[src/sv/hkm_pkg.sv]
// ---------------------------------------------------------------------------
// hkm_pkg: shared types and constants of the k-mismatch matcher
// Symbol and count widths, register indexes, item codes and the control
// group that the top level hands to every cell of the chain.
// ---------------------------------------------------------------------------
package hkm_pkg;

   localparam int SYM_W       = 8;
   localparam int CNT_W       = 7;
   localparam int CSR_ADDR_W  = 4;
   localparam int CSR_DATA_W  = 32;
   localparam int QUEUE_DEPTH = 4;

   localparam logic [CNT_W-1:0] CNT_MAX = 7'd127;

   // input selector and result kind codes
   localparam logic MODE_PATTERN = 1'b0;
   localparam logic MODE_TEXT    = 1'b1;
   localparam logic KIND_MATCH   = 1'b0;
   localparam logic KIND_SUMMARY = 1'b1;

   // register indexes (byte address / 4)
   typedef enum logic [1:0] {
      REG_PATTERN_LENGTH  = 2'd0,
      REG_MATCH_THRESHOLD = 2'd1,
      REG_MAX_THRESHOLD   = 2'd2,
      REG_SEPARATOR_CODE  = 2'd3
   } reg_idx_type;

   // control broadcast to every cell
   typedef struct packed {
      logic             shift;   // text item accepted: windows advance one cell
      logic             clear;   // end of text: windows return to reset state
      logic             is_sep;  // incoming text symbol is the separator
      logic [SYM_W-1:0] sym;     // incoming symbol (text or pattern)
   } cell_ctrl_type;

endpackage

[src/sv/hamming_k_mismatch_matcher_top.sv]
// ---------------------------------------------------------------------------
// hamming_k_mismatch_matcher_top: Hamming-distance k-mismatch matcher
// Loads a pattern into a chain of cells, then streams text through it and
// reports every clean window within the threshold plus an end-of-text summary.
// ---------------------------------------------------------------------------
// A text item's results reach the rsp channel through the registered cell update
// and the tap evaluation into the result queue; the evaluation can stall.
// Throughput: one item per cycle while the result queue has room; the chain
// of cells updates every window in parallel, and the result queue absorbs
// the extra summary item at end of text. Reset: synchronous; windows and
// summary state clear at once, pattern symbols stay undefined until loaded. No clearing pass.
module hamming_k_mismatch_matcher_top #(
   parameter int PATTERN_MAX   = 64,
   parameter int POSITION_BITS = 32
) (
   input  logic                                           clock,
   input  logic                                           reset,
   // input items
   input  logic                                           req_tvalid,
   output logic                                           req_tready,
   input  logic [7:0]                                     req_tdata,  // [7:0] symbol
   input  logic                                           req_tuser,  // [0] mode
   input  logic                                           req_tlast,  // last
   // result items
   output logic                                           rsp_tvalid,
   input  logic                                           rsp_tready,
   // tdata: position [POSITION_BITS-1:0], distance [+7], zero fill
   output logic [((POSITION_BITS+hkm_pkg::CNT_W+7)/8)*8-1:0] rsp_tdata,
   output logic                                           rsp_tuser,  // [0] kind
   output logic                                           rsp_tlast,  // final_res
   // configuration
   input  logic                                           csr_psel,
   input  logic                                           csr_penable,
   input  logic                                           csr_pwrite,
   input  logic [hkm_pkg::CSR_ADDR_W-1:0]                 csr_paddr,
   input  logic [hkm_pkg::CSR_DATA_W-1:0]                 csr_pwdata,
   output logic [hkm_pkg::CSR_DATA_W-1:0]                 csr_prdata,
   output logic                                           csr_pready
);

   localparam int CNT_W   = hkm_pkg::CNT_W;
   localparam int LEN_W   = $clog2(PATTERN_MAX + 1);
   localparam int TDATA_W = ((POSITION_BITS + CNT_W + 7) / 8) * 8;
   localparam int QW      = TDATA_W + 2;

   // configuration registers
   logic [CNT_W-1:0]         plen_ff, mth_ff, xth_ff;
   logic [hkm_pkg::SYM_W-1:0] sep_ff;
   logic                     csr_we;
   hkm_pkg::reg_idx_type     csr_idx;

   // input side
   logic                     req_acc, text_acc, pat_acc;
   logic [LEN_W-1:0]         load_idx_ff, load_idx_in;
   logic [POSITION_BITS-1:0] pos_ff, pos_in;
   logic [LEN_W-1:0]         len_eff, len_m1;

   // chain of cells
   hkm_pkg::cell_ctrl_type   cell_ctrl;
   logic [CNT_W-1:0]         cell_count [PATTERN_MAX];
   logic [PATTERN_MAX-1:0]   cell_poison, cell_en, cell_tap, cell_we;

   // evaluation stage
   logic                     sel_valid_ff, sel_valid_in;
   logic                     sel_last_ff;
   logic [POSITION_BITS-1:0] sel_pos_ff;
   logic [CNT_W-1:0]         best_ff, best_in, best_now;
   logic [CNT_W-1:0]         tap_count, sum_dist, sum_cap;
   logic                     tap_poison, matched, best_upd, push;
   logic [POSITION_BITS-1:0] start_pos;
   logic [1:0]               push_cnt;
   logic [QW-1:0]            match_word, sum_word, push_d0, q_out;
   logic                     q_room;

   // ---------------- configuration port ----------------
   assign csr_pready = 1'b1;
   assign csr_we     = csr_psel && csr_penable && csr_pwrite && csr_pready;
   assign csr_idx    = hkm_pkg::reg_idx_type'(csr_paddr[3:2]);

   always_ff @(posedge clock) begin
      if (reset) begin
         plen_ff <= 7'd1;
         mth_ff  <= '0;
         xth_ff  <= '0;
         sep_ff  <= 8'hFF;
      end else if (csr_we) begin
         case (csr_idx)
            hkm_pkg::REG_PATTERN_LENGTH:  plen_ff <= csr_pwdata[CNT_W-1:0];
            hkm_pkg::REG_MATCH_THRESHOLD: mth_ff  <= csr_pwdata[CNT_W-1:0];
            hkm_pkg::REG_MAX_THRESHOLD:   xth_ff  <= csr_pwdata[CNT_W-1:0];
            hkm_pkg::REG_SEPARATOR_CODE:  sep_ff  <= csr_pwdata[hkm_pkg::SYM_W-1:0];
            default: ;
         endcase
      end
   end

   always_comb begin
      case (csr_idx)
         hkm_pkg::REG_PATTERN_LENGTH:  csr_prdata = hkm_pkg::CSR_DATA_W'(plen_ff);
         hkm_pkg::REG_MATCH_THRESHOLD: csr_prdata = hkm_pkg::CSR_DATA_W'(mth_ff);
         hkm_pkg::REG_MAX_THRESHOLD:   csr_prdata = hkm_pkg::CSR_DATA_W'(xth_ff);
         hkm_pkg::REG_SEPARATOR_CODE:  csr_prdata = hkm_pkg::CSR_DATA_W'(sep_ff);
         default:                      csr_prdata = '0;
      endcase
   end

   // clamp window length to 1..PATTERN_MAX
   always_comb begin
      if (plen_ff == '0) begin
         len_eff = LEN_W'(1);
      end else if (32'(plen_ff) > 32'(PATTERN_MAX)) begin
         len_eff = LEN_W'(PATTERN_MAX);
      end else begin
         len_eff = LEN_W'(plen_ff);
      end
      len_m1 = len_eff - LEN_W'(1);
   end

   // ---------------- input side ----------------
   assign req_tready = !sel_valid_ff || push;
   assign req_acc    = req_tvalid && req_tready;
   assign text_acc   = req_acc && (req_tuser == hkm_pkg::MODE_TEXT);
   assign pat_acc    = req_acc && (req_tuser == hkm_pkg::MODE_PATTERN);

   // advance the pattern load index and the text position
   always_comb begin
      load_idx_in = load_idx_ff;
      pos_in      = pos_ff;
      if (pat_acc) begin
         if (load_idx_ff < LEN_W'(PATTERN_MAX)) begin
            load_idx_in = load_idx_ff + LEN_W'(1);
         end
         if (req_tlast) begin
            load_idx_in = '0;
         end
      end
      if (text_acc) begin
         pos_in = req_tlast ? '0 : pos_ff + POSITION_BITS'(1);
      end
   end

   always_ff @(posedge clock) begin
      if (reset) begin
         load_idx_ff <= '0;
         pos_ff      <= '0;
      end else begin
         load_idx_ff <= load_idx_in;
         pos_ff      <= pos_in;
      end
   end

   // ---------------- chain of cells ----------------
   always_comb begin
      cell_ctrl.shift  = text_acc;
      cell_ctrl.clear  = push && sel_last_ff;
      cell_ctrl.is_sep = (req_tdata == sep_ff);
      cell_ctrl.sym    = req_tdata;
   end

   for (genvar k = 0; k < PATTERN_MAX; k++) begin : g_cell
      assign cell_en[k]  = (LEN_W'(k) < len_eff);
      assign cell_tap[k] = (LEN_W'(k) == len_m1);
      assign cell_we[k]  = pat_acc && (load_idx_ff == LEN_W'(k));
      if (k == 0) begin : g_head
         hkm_cell #(.IS_HEAD(1'b1)) u_cell (
            .clock       (clock),
            .reset       (reset),
            .ctrl        (cell_ctrl),
            .en          (cell_en[k]),
            .pat_we      (cell_we[k]),
            .prev_count  ('0),
            .prev_poison (1'b0),
            .count       (cell_count[k]),
            .poison      (cell_poison[k])
         );
      end else begin : g_body
         hkm_cell #(.IS_HEAD(1'b0)) u_cell (
            .clock       (clock),
            .reset       (reset),
            .ctrl        (cell_ctrl),
            .en          (cell_en[k]),
            .pat_we      (cell_we[k]),
            .prev_count  (cell_count[k-1]),
            .prev_poison (cell_poison[k-1]),
            .count       (cell_count[k]),
            .poison      (cell_poison[k])
         );
      end
   end

   // pick the completed window at the tap cell
   always_comb begin
      tap_count  = '0;
      tap_poison = 1'b0;
      for (int k = 0; k < PATTERN_MAX; k++) begin
         if (cell_tap[k]) begin
            tap_count  = tap_count | cell_count[k];
            tap_poison = tap_poison | cell_poison[k];
         end
      end
   end

   // ---------------- evaluation stage ----------------
   assign push = sel_valid_ff && q_room;

   always_comb begin
      sel_valid_in = sel_valid_ff;
      if (text_acc) begin
         sel_valid_in = 1'b1;
      end else if (push) begin
         sel_valid_in = 1'b0;
      end
   end

   always_ff @(posedge clock) begin
      if (reset) begin
         sel_valid_ff <= 1'b0;
      end else begin
         sel_valid_ff <= sel_valid_in;
      end
   end

   // hold the item's position and end-of-text flag
   always_ff @(posedge clock) begin
      if (text_acc) begin
         sel_last_ff <= req_tlast;
         sel_pos_ff  <= pos_ff;
      end
   end

   // judge the window, track the best distance, form the result items
   always_comb begin
      matched   = !tap_poison && (tap_count <= mth_ff);
      best_upd  = !tap_poison && (tap_count <= xth_ff) && (tap_count < best_ff);
      best_now  = best_upd ? tap_count : best_ff;
      sum_cap   = (xth_ff == hkm_pkg::CNT_MAX) ? hkm_pkg::CNT_MAX : xth_ff + 1'b1;
      sum_dist  = (best_now != hkm_pkg::CNT_MAX && best_now <= xth_ff) ? best_now : sum_cap;
      start_pos = sel_pos_ff - POSITION_BITS'(len_m1);
      match_word = {~sel_last_ff, hkm_pkg::KIND_MATCH, TDATA_W'({tap_count, start_pos})};
      sum_word   = {1'b1, hkm_pkg::KIND_SUMMARY,
                    TDATA_W'({sum_dist, {POSITION_BITS{1'b0}}})};
      push_d0    = matched ? match_word : sum_word;
      push_cnt   = push ? ({1'b0, matched} + {1'b0, sel_last_ff}) : 2'd0;
      best_in    = best_ff;
      if (push) begin
         best_in = sel_last_ff ? hkm_pkg::CNT_MAX : best_now;
      end
   end

   always_ff @(posedge clock) begin
      if (reset) begin
         best_ff <= hkm_pkg::CNT_MAX;
      end else begin
         best_ff <= best_in;
      end
   end

   // ---------------- result queue ----------------
   hkm_rsp_queue #(.W(QW)) u_queue (
      .clock      (clock),
      .reset      (reset),
      .push_cnt   (push_cnt),
      .push_data0 (push_d0),
      .push_data1 (sum_word),
      .room       (q_room),
      .out_valid  (rsp_tvalid),
      .out_ready  (rsp_tready),
      .out_data   (q_out)
   );

   assign rsp_tdata = q_out[TDATA_W-1:0];
   assign rsp_tuser = q_out[TDATA_W];
   assign rsp_tlast = q_out[TDATA_W+1];

   // ---------------- assertions ----------------
   // a summary is always the last result of its input
   a_summary_final: assert property (@(posedge clock) disable iff (reset)
      rsp_tvalid && rsp_tuser == hkm_pkg::KIND_SUMMARY |-> rsp_tlast)
      else $error("summary item without final flag");

   // a stalled evaluation keeps its item
   a_sel_hold: assert property (@(posedge clock) disable iff (reset)
      sel_valid_ff && !push |=> sel_valid_ff && $stable(sel_pos_ff))
      else $error("evaluation stage lost a stalled item");

   // end of text with no new item leaves every window poisoned
   a_clear_poison: assert property (@(posedge clock) disable iff (reset)
      cell_ctrl.clear && !cell_ctrl.shift |=> &cell_poison)
      else $error("windows not cleared after end of text");

   // match reports stay within the threshold
   a_match_dist: assert property (@(posedge clock) disable iff (reset)
      rsp_tvalid && rsp_tuser == hkm_pkg::KIND_MATCH
      |-> rsp_tdata[POSITION_BITS +: CNT_W] <= mth_ff)
      else $error("match reported above threshold");

endmodule

[src/sv/hkm_cell.sv]
// ---------------------------------------------------------------------------
// hkm_cell: one window cell of the matcher chain
// Holds one pattern symbol and the running mismatch count and separator
// flag of the window that started this many symbols ago.
// ---------------------------------------------------------------------------
module hkm_cell #(
   parameter bit IS_HEAD = 1'b0
) (
   input  logic                        clock,
   input  logic                        reset,
   input  hkm_pkg::cell_ctrl_type      ctrl,
   input  logic                        en,
   input  logic                        pat_we,
   input  logic [hkm_pkg::CNT_W-1:0]   prev_count,
   input  logic                        prev_poison,
   output logic [hkm_pkg::CNT_W-1:0]   count,
   output logic                        poison
);

   logic [hkm_pkg::SYM_W-1:0] pat_ff;
   logic [hkm_pkg::CNT_W-1:0] count_ff, count_in;
   logic                      poison_ff, poison_in;
   logic [hkm_pkg::CNT_W-1:0] src_count;
   logic                      src_poison;

   // take the neighbor's window, then compare against the local pattern symbol
   always_comb begin
      count_in   = count_ff;
      poison_in  = poison_ff;
      src_count  = prev_count;
      src_poison = prev_poison;
      if (ctrl.clear && !IS_HEAD) begin
         src_count  = '0;
         src_poison = 1'b1;
      end
      if (ctrl.shift) begin
         count_in  = src_count;
         poison_in = src_poison;
         if (en) begin
            if (ctrl.is_sep) begin
               poison_in = 1'b1;
            end else if (ctrl.sym != pat_ff && src_count != hkm_pkg::CNT_MAX) begin
               count_in = src_count + 1'b1;
            end
         end
      end else if (ctrl.clear) begin
         count_in  = '0;
         poison_in = 1'b1;
      end
   end

   // window state
   always_ff @(posedge clock) begin
      if (reset) begin
         count_ff  <= '0;
         poison_ff <= 1'b1;
      end else begin
         count_ff  <= count_in;
         poison_ff <= poison_in;
      end
   end

   // pattern symbol, undefined until loaded
   always_ff @(posedge clock) begin
      if (pat_we) begin
         pat_ff <= ctrl.sym;
      end
   end

   assign count  = count_ff;
   assign poison = poison_ff;

endmodule

[src/sv/hkm_rsp_queue.sv]
// ---------------------------------------------------------------------------
// hkm_rsp_queue: result queue of the matcher
// Small queue that takes up to two result items a cycle while it has room for two
// and hands out one item a cycle while the result channel is ready.
// ---------------------------------------------------------------------------
module hkm_rsp_queue #(
   parameter int W = 42
) (
   input  logic         clock,
   input  logic         reset,
   input  logic [1:0]   push_cnt,
   input  logic [W-1:0] push_data0,
   input  logic [W-1:0] push_data1,
   output logic         room,
   output logic         out_valid,
   input  logic         out_ready,
   output logic [W-1:0] out_data
);

   localparam int DEPTH = hkm_pkg::QUEUE_DEPTH;
   localparam int PTR_W = $clog2(DEPTH);
   localparam int CW    = $clog2(DEPTH + 1);

   logic [W-1:0]     mem [DEPTH];
   logic [PTR_W-1:0] wr_ff, wr_in, rd_ff, rd_in;
   logic [CW-1:0]    count_ff, count_in;
   logic             pop;

   assign pop       = out_valid && out_ready;
   assign out_valid = (count_ff != '0);
   assign out_data  = mem[rd_ff];
   assign room      = (count_ff <= CW'(DEPTH - 2));

   // advance pointers and fill level
   always_comb begin
      wr_in    = wr_ff + PTR_W'(push_cnt);
      rd_in    = rd_ff + PTR_W'(pop);
      count_in = count_ff + CW'(push_cnt) - CW'(pop);
   end

   always_ff @(posedge clock) begin
      if (reset) begin
         wr_ff    <= '0;
         rd_ff    <= '0;
         count_ff <= '0;
      end else begin
         wr_ff    <= wr_in;
         rd_ff    <= rd_in;
         count_ff <= count_in;
      end
   end

   // store up to two items at consecutive slots
   always_ff @(posedge clock) begin
      if (push_cnt != 2'd0) begin
         mem[wr_ff] <= push_data0;
      end
      if (push_cnt == 2'd2) begin
         mem[wr_ff + PTR_W'(1)] <= push_data1;
      end
   end

endmodule

[config.mk]
export PLATFORM = sky130hd
export DESIGN_NAME = hamming_k_mismatch_matcher_top
export DESIGN_NICKNAME = d
export VERILOG_FILES = /design/src/sv/hkm_pkg.sv /design/src/sv/hamming_k_mismatch_matcher_top.sv /design/src/sv/hkm_cell.sv /design/src/sv/hkm_rsp_queue.sv
export SDC_FILE = /design/constraint.sdc
export NUM_CORES = 2
export LEC_CHECK = 0
export BUFFER_PORTS_ARGS = -buffer_cell sky130_fd_sc_hd__buf_2
export CORE_AREA = 8 8 345 347
export DETAILED_ROUTE_END_ITERATION = 10
export DIE_AREA = 0 0 353 355
export PLACE_DENSITY = 0.75
export SLEW_MARGIN = 15
export SYNTH_ARGS = -nofsm -noshare
export SYNTH_HDL_FRONTEND = slang
export SYNTH_SLANG_ARGS = --single-unit
export TNS_END_PERCENT = 50
[constraint.sdc]
create_clock -name clock -period 11.7 [get_ports clock]
set_clock_uncertainty 0.15 [all_clocks]
set_input_delay 2.925 -clock clock [delete_from_list [all_inputs] [get_ports clock]]
set_output_delay 2.925 -clock clock [all_outputs]
set_load 0.01 [all_outputs]
==> impl_metrics.json <==
{
  "worstSetupPathType": "flip-flop to flip-flop",
  "vias": 55100,
  "synth_cell_type_count": 98,
  "drtIter0Drc": 7993,
  "start_util": 0.585,
  "finalHoldViolations": 0,
  "nets": 6847,
  "cts_resized": 0,
  "die_y_um": 355,
  "detail_route.first_pass.iterations": 6,
  "timing_max_transition_violations_final": 0,
  "fillCellCount": 9099,
  "layout_common_cells": "nor2_1, dfxtp_1, xnor2_1",
  "fin_crit_sh": 0.903,
  "end_kind": "flip-flop",
  "ys_warn_count": 0,
  "wl_per_cell_um": 28.1,
  "place.port_buffers": 77,
  "slew_headroom": 0.0149,
  "drc": 0,
  "netlist_instances": 6765,
  "outcome": "completed",
  "die-area_um2": 125000,
  "place.gp.congestion": 1.06,
  "synth_edf_count": 573,
  "hold_class": "flip-flop to flip-flop",
  "io_pins": 130,
  "clock-sinks": 1304,
  "grt_setup_unrepaired": "false",
  "die_x_um": 353,
  "power_density_nw_per_um2": 150,
  "synth_ff_type": "dfxtp_1",
  "cp.arrival_ns": 11.03,
  "cts_tree": "done",
  "numCtsBuffers": 140,
  "antenna_found_initial": 13,
  "grt_pass1_vias": 50700,
  "synth-seq-area-share": 0.479,
  "cts_root_buf": "clkbuf_16",
  "grt_max_degree": 258,
  "crit_path_start_kind": "flip-flop",
  "ctsLongestPathBuffers": 3,
  "cpPeakStageDelay_ns": 1.04,
  "crit_top_cell": "o21a_1",
  "leakagePower_nw": 23.6,
  "timing.fmax_mhz": 94.7,
  "ant_nets": 0,
  "grt_pass1_wl_um": 340000,
  "critPathMaxFanout": 13,
  "dp_hpwl_um": 164000,
  "min_period_ns": 10.56,
  "final_util": 0.641,
  "drive_above_1_share": 0.0813,
  "synthArstFlopShare": 0,
  "p_total_w": 0.0109,
  "tns_ns": 0,
  "netlist_area_um2": 66400,
  "avgSynthCellArea_um2": 9.82,
  "yosys_register_bits": 1304,
  "irDropWorstVdd_uv": 230,
  "max-cap-violations": 0,
  "required_ns": 12.16,
  "setup_viol": 0,
  "insertion_delay_ns": 0.79,
  "holdWs_ns": 0.300,
  "htree_levels": 4,
  "avgViaCountPerCell": 6.63,
  "final_common_cell": "nor2_1",
  "tightest_slew_ns": 1.48,
  "core_um2": 114000,
  "grt_use_total": 0.357,
  "wl_um": 234000,
  "area.growth.synth_to_final_pct": 9.65,
  "clk_pin_slew_ns": 0.06,
  "critPathSlowestCell": "nor4_2",
  "postCtsSetupBuffers": 0,
  "rows": 124,
  "grt_overflow": 0,
  "holdBufCountCts": 0
}
## Yosys cell counts, types with 8 or more instances
cell,n,area [um2]
nor2_1,841,3160
dfxtp_1,731,14600
xnor2_1,616,5400
nand2_1,591,2220
edfxtp_1,573,17200
clkbuf_1,331,1240
nand4_1,309,1930
a211oi_1,304,2280
xor2_1,286,2500
o21ai_0,234,1170
a22oi_1,212,1590
nand3_1,210,1050
nor2b_1,155,970
mux2i_1,120,1200
ha_1,114,1430
a21oi_1,112,561
nor3_1,103,515
inv_1,75,282
o211ai_1,70,526
a22o_1,63,552
and3_1,56,350
buf_1,50,188
mux4_2,48,1080
a31oi_1,47,294
o31ai_1,43,323
o22ai_1,40,250
buf_2,38,190
buf_4,35,263
nor4_1,27,169
a221oi_1,22,193
a32oi_1,18,158
a211o_1,16,140
nand2b_1,16,100
o21a_1,16,120
or3_1,13,81.3
a32o_1,12,120
and2_1,12,75.1
mux2_2,12,135
a21o_1,10,75.1
o21bai_1,9,67.6
o221ai_1,9,78.8
and4_1,8,70.1
buf_6,8,90.1
nor3_2,8,80.1
## flip-flops by register name (all words and copies together) (netlist names), 3 cells and up
| signal | flops |
|---|---|
| g_cell.g_body.u_cell.pat_ff | 504 |
| g_cell.g_head.u_cell.count | 7 |
| plen_ff | 7 |
| u_queue.count_ff | 3 |
| g_cell.g_body.u_cell.poison | 63 |
| pos_ff | 32 |
| xth_ff | 7 |
| g_cell.g_body.u_cell.count | 441 |
| load_idx_ff | 7 |
| sel_pos_ff | 32 |
| sep_ff | 8 |
| best_ff | 7 |
| u_queue.mem | 164 |
| mth_ff | 7 |
| g_cell.g_head.u_cell.pat_ff | 8 |
## final cells by class
class	instances	area [um2]	area share
Tap cell	1512	1890	0.0260
Antenna cell	5	12.5	0.000172
Sequential cell	1304	31800	0.437
Multi-Input combinational cell	4942	32600	0.447
Clock inverter	57	733	0.0101
Timing Repair Buffer	209	1500	0.0206
Inverter	81	312	0.00428
Clock buffer	194	3960	0.0544
## through the flow
step,setup slack [ns],cells,area [um2]
floorplan,3.37,6789,66500
global placement,1.52,8048,68100
detailed placement,1.39,8048,68100
CTS,1.39,8299,72800
global route,0.939,8299,72800
finish,1.14,8304,72800
## power by group
group / switching [W] / internal (W)
clock network: 0.00192 / 0.00262
logic: 0.000800 / 0.000469
registers: 0.000179 / 0.00491
## critical path, delay by kind of cell, from the launching register on
kind                     cells  cell delay (ns)
flip-flops                   1             0.32
adder cells (fa/ha/maj)      3             1.02
AND/OR/NAND/NOR             10             3.29
multiplexers                 1             0.44
AO/OA/AOI/OAI               17             4.17
buffers and inverters        4             0.97
## metal layers
layer	GRT usage	up-vias	routed length (um)	share of wire
met5	0	-	89	0.00038
met1	0.476	26700	92100	0.39
met4	0.198	12	15300	0.066
li1	-	24400	-	-
met3	0.0994	743	27200	0.12
met2	0.525	3286	99000	0.42
## cells by family (layout without fill, tap and decap cells)
logic type	count (synthesis)	after routing	synth area share
simple gates	2398	2398	0.169
compound gates	1317	1317	0.139
buf+inv	543	541	0.0343
xor+xnor	904	904	0.120
mux	181	181	0.0366
other cells	2	31	0.000113
fa+ha+maj	116	116	0.0221
flops	1304	1304	0.479
## path summary, 6_finish.rpt
path	slack, ns	to	from	depth (start not counted)
setup reg to reg	1.14	u_queue.mem[2][32]$_DFFE_PP_	plen_ff[2]$_SDFFE_PP0P_	35
hold / removal	0.30	u_queue.mem[2][7]$_SDFFE_PP0P_	u_queue.mem[2][7]$_SDFFE_PP0P_	2
hold reg to reg	0.30	u_queue.mem[2][7]$_SDFFE_PP0P_	u_queue.mem[2][7]$_SDFFE_PP0P_	2
setup / recovery	1.14	u_queue.mem[2][32]$_DFFE_PP_	plen_ff[2]$_SDFFE_PP0P_	35
(Power assumes the default switching activity.)
